==> config.mk <==
export PLATFORM = sky130hd
export DESIGN_NAME = morse_code_translator_core
export DESIGN_NICKNAME = d
export VERILOG_FILES = /design/src/rtl/core/mct_pkg.sv /design/src/rtl/core/morse_code_translator_core.sv /design/src/rtl/core/mct_front.sv /design/src/rtl/core/mct_queue.sv /design/src/rtl/core/mct_back.sv
export SDC_FILE = /design/constraint.sdc
export NUM_CORES = 1
export LEC_CHECK = 0
export BUFFER_PORTS_ARGS = -buffer_cell sky130_fd_sc_hd__buf_2
export CAP_MARGIN = 20
export CORE_MARGIN = 8
export CORE_UTILIZATION = 59
export CTS_CLUSTER_DIAMETER = 80
export DETAILED_ROUTE_END_ITERATION = 7
export PLACE_DENSITY = 0.86
export RECOVER_POWER = 50
export SYNTH_ARGS = -nofsm -noshare
export SYNTH_HDL_FRONTEND = slang
export SYNTH_SLANG_ARGS = --single-unit
==> constraint.sdc <==
create_clock -name clk_i -period 7.6 [get_ports clk_i]
set_clock_uncertainty 0.1 [all_clocks]
set_input_delay 1.14 -clock clk_i [delete_from_list [all_inputs] [get_ports clk_i]]
set_output_delay 1.14 -clock clk_i [all_outputs]
set_load 0.05 [all_outputs]
==> src/rtl/core/mct_pkg.sv <==
// ----------------------------------------------------------------------------
// Morse code translator package
// Shared types, character codes and the letter code table.
// ----------------------------------------------------------------------------
package mct_pkg;

  localparam int QDepth = 4;
  localparam int QPtrW  = $clog2(QDepth);
  localparam int QCntW  = $clog2(QDepth + 1);

  localparam logic [7:0] CH_DOT   = 8'h2E;
  localparam logic [7:0] CH_DASH  = 8'h2D;
  localparam logic [7:0] CH_SPACE = 8'h20;
  localparam logic [7:0] CH_QUERY = 8'h3F;
  localparam logic [7:0] CH_NUL   = 8'h00;
  localparam logic [7:0] CH_UA    = 8'h41;
  localparam logic [7:0] CH_UZ    = 8'h5A;
  localparam logic [7:0] CH_LA    = 8'h61;
  localparam logic [7:0] CH_LZ    = 8'h7A;
  localparam logic [7:0] CASE_OFS = 8'h20;

  localparam logic [2:0] LEN_MAX  = 3'd4;
  localparam logic [2:0] LEN_OVER = 3'd5;

  typedef enum logic [1:0] {
    MODE_IDLE   = 2'd0,
    MODE_ENCODE = 2'd1,
    MODE_DECODE = 2'd2
  } mode_e;

  typedef struct packed {
    logic [2:0] len;
    logic [3:0] pat;
  } code_t;

  typedef struct packed {
    logic [2:0] sym_len;
    logic [3:0] sym_pat;
    logic [7:0] fin_char;
    logic       fin_valid;
    logic       line_end;
  } job_t;

  function automatic code_t code_of(input logic [4:0] idx);
    code_t c;
    case (idx)
      5'd0:  c = '{3'd2, 4'h1};
      5'd1:  c = '{3'd4, 4'h8};
      5'd2:  c = '{3'd4, 4'hA};
      5'd3:  c = '{3'd3, 4'h4};
      5'd4:  c = '{3'd1, 4'h0};
      5'd5:  c = '{3'd4, 4'h2};
      5'd6:  c = '{3'd3, 4'h6};
      5'd7:  c = '{3'd4, 4'h0};
      5'd8:  c = '{3'd2, 4'h0};
      5'd9:  c = '{3'd4, 4'h7};
      5'd10: c = '{3'd3, 4'h5};
      5'd11: c = '{3'd4, 4'h4};
      5'd12: c = '{3'd2, 4'h3};
      5'd13: c = '{3'd2, 4'h2};
      5'd14: c = '{3'd3, 4'h7};
      5'd15: c = '{3'd4, 4'h6};
      5'd16: c = '{3'd4, 4'hD};
      5'd17: c = '{3'd3, 4'h2};
      5'd18: c = '{3'd3, 4'h0};
      5'd19: c = '{3'd1, 4'h1};
      5'd20: c = '{3'd3, 4'h1};
      5'd21: c = '{3'd4, 4'h1};
      5'd22: c = '{3'd3, 4'h3};
      5'd23: c = '{3'd4, 4'h9};
      5'd24: c = '{3'd4, 4'hB};
      5'd25: c = '{3'd4, 4'hC};
      default: c = '{3'd0, 4'h0};
    endcase
    return c;
  endfunction

  function automatic logic [7:0] letter_of(input logic [3:0] pat, input logic [2:0] len,
                                           input logic bad);
    logic [7:0] r;
    code_t      c;
    r = CH_QUERY;
    if (!bad && len != 3'd0 && len <= LEN_MAX) begin
      for (int i = 25; i >= 0; i--) begin
        c = code_of(5'(i));
        if (c.len == len && c.pat == pat) begin
          r = CH_UA + 8'(i);
        end
      end
    end
    return r;
  endfunction

endpackage

==> src/rtl/core/morse_code_translator_core.sv <==
// ----------------------------------------------------------------------------
// Morse code translator core
// Path: the results of a byte pass through the job queue and the back end's
// job register before they are on the ports.
// Throughput: one input byte per cycle while the job queue has room; the
// output side gives one result per cycle while pop is high and a job is
// loaded; a byte gives zero to five results, set by the back end's counter.
// Reset: asynchronous, active low; clears the line mode, token and queue.
// ----------------------------------------------------------------------------
module morse_code_translator_core import mct_pkg::*; (
  input  logic       clk_i,
  input  logic       rst_ni,
  input  logic       push,
  output logic       full,
  input  logic [7:0] in_char_i,
  input  logic       line_end_i,
  output logic       empty,
  input  logic       pop,
  output logic [7:0] out_char_o,
  output logic       char_valid_o,
  output logic       last_o,
  output logic       line_done_o
);

  logic accept, job_valid, q_rd, q_empty;
  job_t job, q_data;

  assign accept = push && !full;

  mct_front u_front (
    .clk_i       (clk_i),
    .rst_ni      (rst_ni),
    .accept_i    (accept),
    .in_char_i   (in_char_i),
    .line_end_i  (line_end_i),
    .job_valid_o (job_valid),
    .job_o       (job)
  );

  mct_queue u_queue (
    .clk_i     (clk_i),
    .rst_ni    (rst_ni),
    .wr_i      (accept && job_valid),
    .wr_data_i (job),
    .rd_i      (q_rd),
    .rd_data_o (q_data),
    .full_o    (full),
    .empty_o   (q_empty)
  );

  mct_back u_back (
    .clk_i        (clk_i),
    .rst_ni       (rst_ni),
    .q_empty_i    (q_empty),
    .q_data_i     (q_data),
    .q_rd_o       (q_rd),
    .empty_o      (empty),
    .pop_i        (pop),
    .out_char_o   (out_char_o),
    .char_valid_o (char_valid_o),
    .last_o       (last_o),
    .line_done_o  (line_done_o)
  );

endmodule

==> src/rtl/core/mct_front.sv <==
// ----------------------------------------------------------------------------
// Morse code translator front end
// Accepts bytes, tracks the line mode and token, and issues output jobs.
// ----------------------------------------------------------------------------
module mct_front import mct_pkg::*; (
  input  logic       clk_i,
  input  logic       rst_ni,
  input  logic       accept_i,
  input  logic [7:0] in_char_i,
  input  logic       line_end_i,
  output logic       job_valid_o,
  output job_t       job_o
);

  mode_e      mode_q, mode_d;
  logic [3:0] pat_q, pat_d;
  logic [2:0] len_q, len_d;
  logic       bad_q, bad_d;

  logic       is_sym, is_space, is_decode, close_tok, is_letter;
  logic [7:0] up_char;
  code_t      code;
  logic [3:0] tpat;
  logic [2:0] tlen;
  logic       tbad;

  always_comb begin
    is_sym   = (in_char_i == CH_DOT) || (in_char_i == CH_DASH);
    is_space = (in_char_i == CH_SPACE);
    case (mode_q)
      MODE_IDLE:   is_decode = is_sym;
      MODE_DECODE: is_decode = 1'b1;
      default:     is_decode = 1'b0;
    endcase

    tpat = pat_q;
    tlen = len_q;
    tbad = bad_q;
    if (is_sym) begin
      if (len_q < LEN_MAX) begin
        tpat = {pat_q[2:0], in_char_i == CH_DASH};
        tlen = len_q + 3'd1;
      end else begin
        tlen = LEN_OVER;
      end
    end else if (!is_space) begin
      tbad = 1'b1;
    end
    close_tok = (is_space || line_end_i) && (tlen != 3'd0 || tbad);

    up_char   = (in_char_i >= CH_LA && in_char_i <= CH_LZ) ? in_char_i - CASE_OFS
                                                            : in_char_i;
    is_letter = (up_char >= CH_UA) && (up_char <= CH_UZ);
    code      = code_of(5'(up_char - CH_UA));

    job_o.line_end = line_end_i;
    if (is_decode) begin
      job_valid_o     = close_tok || line_end_i;
      job_o.sym_len   = 3'd0;
      job_o.sym_pat   = 4'h0;
      job_o.fin_char  = close_tok ? letter_of(tpat, tlen, tbad) : CH_NUL;
      job_o.fin_valid = close_tok;
    end else begin
      job_valid_o     = 1'b1;
      job_o.sym_len   = is_letter ? code.len : 3'd0;
      job_o.sym_pat   = is_letter ? code.pat : 4'h0;
      job_o.fin_char  = CH_SPACE;
      job_o.fin_valid = 1'b1;
    end
  end

  always_comb begin
    mode_d = mode_q;
    pat_d  = pat_q;
    len_d  = len_q;
    bad_d  = bad_q;
    if (accept_i) begin
      if (line_end_i) begin
        mode_d = MODE_IDLE;
        pat_d  = 4'h0;
        len_d  = 3'd0;
        bad_d  = 1'b0;
      end else begin
        mode_d = is_decode ? MODE_DECODE : MODE_ENCODE;
        if (is_decode) begin
          pat_d = close_tok ? 4'h0 : tpat;
          len_d = close_tok ? 3'd0 : tlen;
          bad_d = close_tok ? 1'b0 : tbad;
        end
      end
    end
  end

  always_ff @(posedge clk_i or negedge rst_ni) begin
    if (!rst_ni) begin
      mode_q <= MODE_IDLE;
      pat_q  <= 4'h0;
      len_q  <= 3'd0;
      bad_q  <= 1'b0;
    end else begin
      mode_q <= mode_d;
      pat_q  <= pat_d;
      len_q  <= len_d;
      bad_q  <= bad_d;
    end
  end

endmodule

==> src/rtl/core/mct_queue.sv <==
// ----------------------------------------------------------------------------
// Morse code translator job queue
// Small register queue that decouples the front end from the back end.
// ----------------------------------------------------------------------------
module mct_queue import mct_pkg::*; (
  input  logic clk_i,
  input  logic rst_ni,
  input  logic wr_i,
  input  job_t wr_data_i,
  input  logic rd_i,
  output job_t rd_data_o,
  output logic full_o,
  output logic empty_o
);

  job_t             mem_q [QDepth];
  logic [QPtrW-1:0] wp_q, wp_d, rp_q, rp_d;
  logic [QCntW-1:0] cnt_q, cnt_d;
  logic             do_wr, do_rd;

  assign full_o    = (cnt_q == QCntW'(QDepth));
  assign empty_o   = (cnt_q == '0);
  assign do_wr     = wr_i && !full_o;
  assign do_rd     = rd_i && !empty_o;
  assign rd_data_o = mem_q[rp_q];

  always_comb begin
    wp_d  = do_wr ? wp_q + 1'b1 : wp_q;
    rp_d  = do_rd ? rp_q + 1'b1 : rp_q;
    cnt_d = cnt_q;
    if (do_wr && !do_rd) begin
      cnt_d = cnt_q + 1'b1;
    end else if (do_rd && !do_wr) begin
      cnt_d = cnt_q - 1'b1;
    end
  end

  always_ff @(posedge clk_i) begin
    if (do_wr) begin
      mem_q[wp_q] <= wr_data_i;
    end
  end

  always_ff @(posedge clk_i or negedge rst_ni) begin
    if (!rst_ni) begin
      wp_q  <= '0;
      rp_q  <= '0;
      cnt_q <= '0;
    end else begin
      wp_q  <= wp_d;
      rp_q  <= rp_d;
      cnt_q <= cnt_d;
    end
  end

endmodule

==> src/rtl/core/mct_back.sv <==
// ----------------------------------------------------------------------------
// Morse code translator back end
// Expands one job into its symbols and closing character, one per cycle while pop_i is high.
// ----------------------------------------------------------------------------
module mct_back import mct_pkg::*; (
  input  logic       clk_i,
  input  logic       rst_ni,
  input  logic       q_empty_i,
  input  job_t       q_data_i,
  output logic       q_rd_o,
  output logic       empty_o,
  input  logic       pop_i,
  output logic [7:0] out_char_o,
  output logic       char_valid_o,
  output logic       last_o,
  output logic       line_done_o
);

  logic       busy_q, busy_d;
  job_t       job_q, job_d;
  logic [2:0] cnt_q, cnt_d;
  logic [1:0] sel;
  logic       fin, done;

  assign empty_o = !busy_q;
  assign fin     = (cnt_q == 3'd0);
  assign done    = !busy_q || (pop_i && fin);
  assign q_rd_o  = done && !q_empty_i;
  assign sel     = 2'(cnt_q - 3'd1);

  always_comb begin
    if (fin) begin
      out_char_o   = job_q.fin_char;
      char_valid_o = job_q.fin_valid;
    end else begin
      out_char_o   = job_q.sym_pat[sel] ? CH_DASH : CH_DOT;
      char_valid_o = 1'b1;
    end
    last_o      = fin;
    line_done_o = fin && job_q.line_end;
  end

  always_comb begin
    busy_d = busy_q;
    job_d  = job_q;
    cnt_d  = cnt_q;
    if (q_rd_o) begin
      busy_d = 1'b1;
      job_d  = q_data_i;
      cnt_d  = q_data_i.sym_len;
    end else if (done) begin
      busy_d = 1'b0;
    end else if (pop_i) begin
      cnt_d = cnt_q - 3'd1;
    end
  end

  always_ff @(posedge clk_i) begin
    job_q <= job_d;
  end

  always_ff @(posedge clk_i or negedge rst_ni) begin
    if (!rst_ni) begin
      busy_q <= 1'b0;
      cnt_q  <= 3'd0;
    end else begin
      busy_q <= busy_d;
      cnt_q  <= cnt_d;
    end
  end

endmodule

==> results.sh <==
export IMPL_numCtsBuffers=9
export IMPL_synth_largest_area_cell="edfxtp_1"
export IMPL_num_rows=35
export IMPL_wl_per_cell_um=20.0
export IMPL_grt_max_degree=24
export IMPL_finalSetupTns_ns=0
export IMPL_holdBufCountCts=0
export IMPL_post_cts_buffers=0
export IMPL_ys_seq_elements=98
export IMPL_core_area_sq_mm=0.00920
export IMPL_max_slew_margin_rel_pct=16.2
export IMPL_fill_cells=714
export IMPL_worst_pin_slew_ns=1.26
export IMPL_drv_slew=0
export IMPL_crit_type="in2reg"
export IMPL_synth_async_reset_ratio_pct=21.4
export IMPL_port_buffers=24
export IMPL_clock_sinks=98
export IMPL_finalWorstSetupSlack_ns=2.21
export IMPL_required_ns=7.78
export IMPL_fin_cells=603
export IMPL_hold_violations=0
export IMPL_hpwl_um=8680
export IMPL_cts_tree="built"
export IMPL_syn_area_sq_mm=0.00557
export IMPL_hp_class="reg2reg"
export IMPL_fin_area_sq_mm=0.00589
export IMPL_synth_nets=507
export IMPL_netlist_instances=476
export IMPL_syn_avg_cell_area_sq_um=11.7
export IMPL_synthDistinctLibCells=72
export IMPL_end_kind="register"
export IMPL_drt_iter0_drc=289
export IMPL_routed_via_density=6.36
export IMPL_ys_top_cells_by_area="edfxtp_1 (42%), dfrtp_1 (9.4%), mux4_2 (6.9%)"
export IMPL_die_w_um=113
export IMPL_synth_most_common_cell="edfxtp_1"
export IMPL_die_area_sq_mm=0.0128
export IMPL_drc=0
export IMPL_ys_seq_area_share_pct=51.0
export IMPL_grt_pass1_vias=3758
export IMPL_top_level_ports=26
export IMPL_rsz0062_at_grt="false"
export IMPL_p_leak_nw=2.02
export IMPL_area_delta_synth_final_pct=5.80
export IMPL_antenna_found_initial=0
export IMPL_cts_htree_levels=3
export IMPL_die_height_um=113
export IMPL_powerDensity_mw_per_mm2=280
export IMPL_ant_nets=0
export IMPL_arrival_ns=5.57
export IMPL_root_buffer="clkbuf_8"
export IMPL_crit_fanout=11
export IMPL_setup_violations=0
export IMPL_final_nets=518
export IMPL_cts_reportedPaths_clkPinSlew_ns=0.10
export IMPL_fin_crit_sh_pct=70.9
export IMPL_overflow=0
export IMPL_grt_pass1_wl_um=19600
export IMPL_cp_start_kind="input port"
export IMPL_track_usage_pct=19.2
export IMPL_clkLatencyLatePin_ns=0.35
export IMPL_vdd_drop_max_mv=0.192
export IMPL_synthFlopType="edfxtp_1"
export IMPL_maxCapViolCount=0
export IMPL_n_antenna_cell=0
export IMPL_yosysTopAreaCellShare_pct=41.5
export IMPL_drt_wl_total_um=12100
export IMPL_vias=3838
export IMPL_dr_pass1_iters=4
export IMPL_clk_path_buf_depth=2
export IMPL_synthTopCellsByCount="edfxtp_1 (77), a21oi_1 (39), nand2_1 (32), nor2_1 (31), inv_1 (23)"
export IMPL_placedCellCount=585
export IMPL_ys_warn_count=0
export IMPL_synth_edf_count=77
export IMPL_drive_gt1_share_pct=12.8
export IMPL_postPlaceCellArea_sq_mm=0.00571
export IMPL_gp_congestion=0.980
export IMPL_post_place_ws_ns=2.32
export IMPL_post_cts_resized=0
export IMPL_timing_hold_ws_ns=0.444
export IMPL_initial_core_util_pct=60.5
export IMPL_outcome="finished clean"
export IMPL_max_freq_ghz=0.185
export IMPL_fin_crit_ns=5.39
registers in the layout (all words and copies together) (netlist names):
name and count:
u_back.cnt_q 3, u_front.len_q 3, u_back.busy_q 1, u_front.mode_q 2, u_front.pat_q 4, u_queue.mem_q 64, u_queue.cnt_q 3, u_front.bad_q 1
u_queue.rp_q 2, u_back.job_q 13, u_queue.wp_q 2
cell type report:
type	instances	area (sq um)	share of cell area [%]
multi-input cells	326	2470	41.9
well taps	111	139	2.36
clock buffers	9	124	2.10
inverters	24	90.1	1.53
flip-flops and latches	98	2840	48.2
repair buffers	28	149	2.53
clock inverters	7	82.6	1.40
cell usage in the layout (no fill, tap or decap), types with 12 or more instances in the layout:
cell,synthesis,routed
a21oi_1,39,39
clkbuf_1,17,15
dfrtp_1,21,21
edfxtp_1,77,77
ha_1,17,17
inv_1,23,23
mux4_2,17,17
nand2_1,32,32
nand3_1,12,12
nor2_1,31,31
nor3_1,12,12
o21ai_0,16,16
kinds of logic (layout without fill, tap and decap cells):
logic type | after synthesis | count (layout) | synth area share (%)
AOI/OAI and AO/OA | 121 | 121 | 15.2
buffers and inverters | 52 | 68 | 4.09
other | 1 | 1 | 0.0674
adders and majority gates | 20 | 20 | 4.54
muxes | 26 | 26 | 8.59
DFF | 98 | 98 | 51.0
and+or+nand+nor | 145 | 145 | 14.5
xor gates and xnor gates | 13 | 13 | 2.05
final timing paths:
kind                             startpoint           endpoint  slack, ns  cells past startpoint
setup / recovery               in_char_i[1]   u_queue.cnt_q[2]       2.21                     14
hold / removal             u_queue.cnt_q[2]   u_queue.cnt_q[2]       0.44                      1
setup reg to reg           u_front.len_q[0]   u_queue.cnt_q[1]       3.57                     10
hold reg to reg            u_queue.cnt_q[2]   u_queue.cnt_q[2]       0.44                      1
max in group asynchronous            rst_ni  u_front.mode_q[1]       5.71                      1
min in group asynchronous            rst_ni    u_back.cnt_q[0]       0.92                      1
worst max-delay path, cell delays in order:
cell,delay [ns]
clkbuf_1,0.31
inv_1,0.23
ha_1,0.37
o211ai_1,0.82
nor2_1,0.39
o21ai_0,0.52
nor2_1,0.13
a21oi_1,0.47
ha_1,0.29
inv_1,0.06
fa_1,0.37
xor2_1,0.17
nor2_1,0.11
xor2_1,0.18
power breakdown:
| group | switching [mW] | internal, mW | leakage, nW | total (mW) |
|---|---|---|---|---|
| clock network | 0.186 | 0.157 | 0.0984 | 0.343 |
| logic | 0.320 | 0.206 | 0.952 | 0.526 |
| registers | 0.0673 | 0.711 | 0.969 | 0.778 |
through the flow:
stage	power (mW)	util (%)
after floorplan	1.18	-
after global placement	1.28	62.1
after detailed placement	1.32	62.1
after CTS	1.65	64.3
after global routing	1.73	64.0
final	1.65	64.0
metal layers:
| layer | track usage [%] | share of wire [%] |
|---|---|---|
| met4 | 5.51 | 1.4 |
| met3 | 3.30 | 4.2 |
| met1 | 24.5 | 45 |
| met5 | 0 | 0 |
| met2 | 32.9 | 50 |
(Power assumes the default switching activity.)
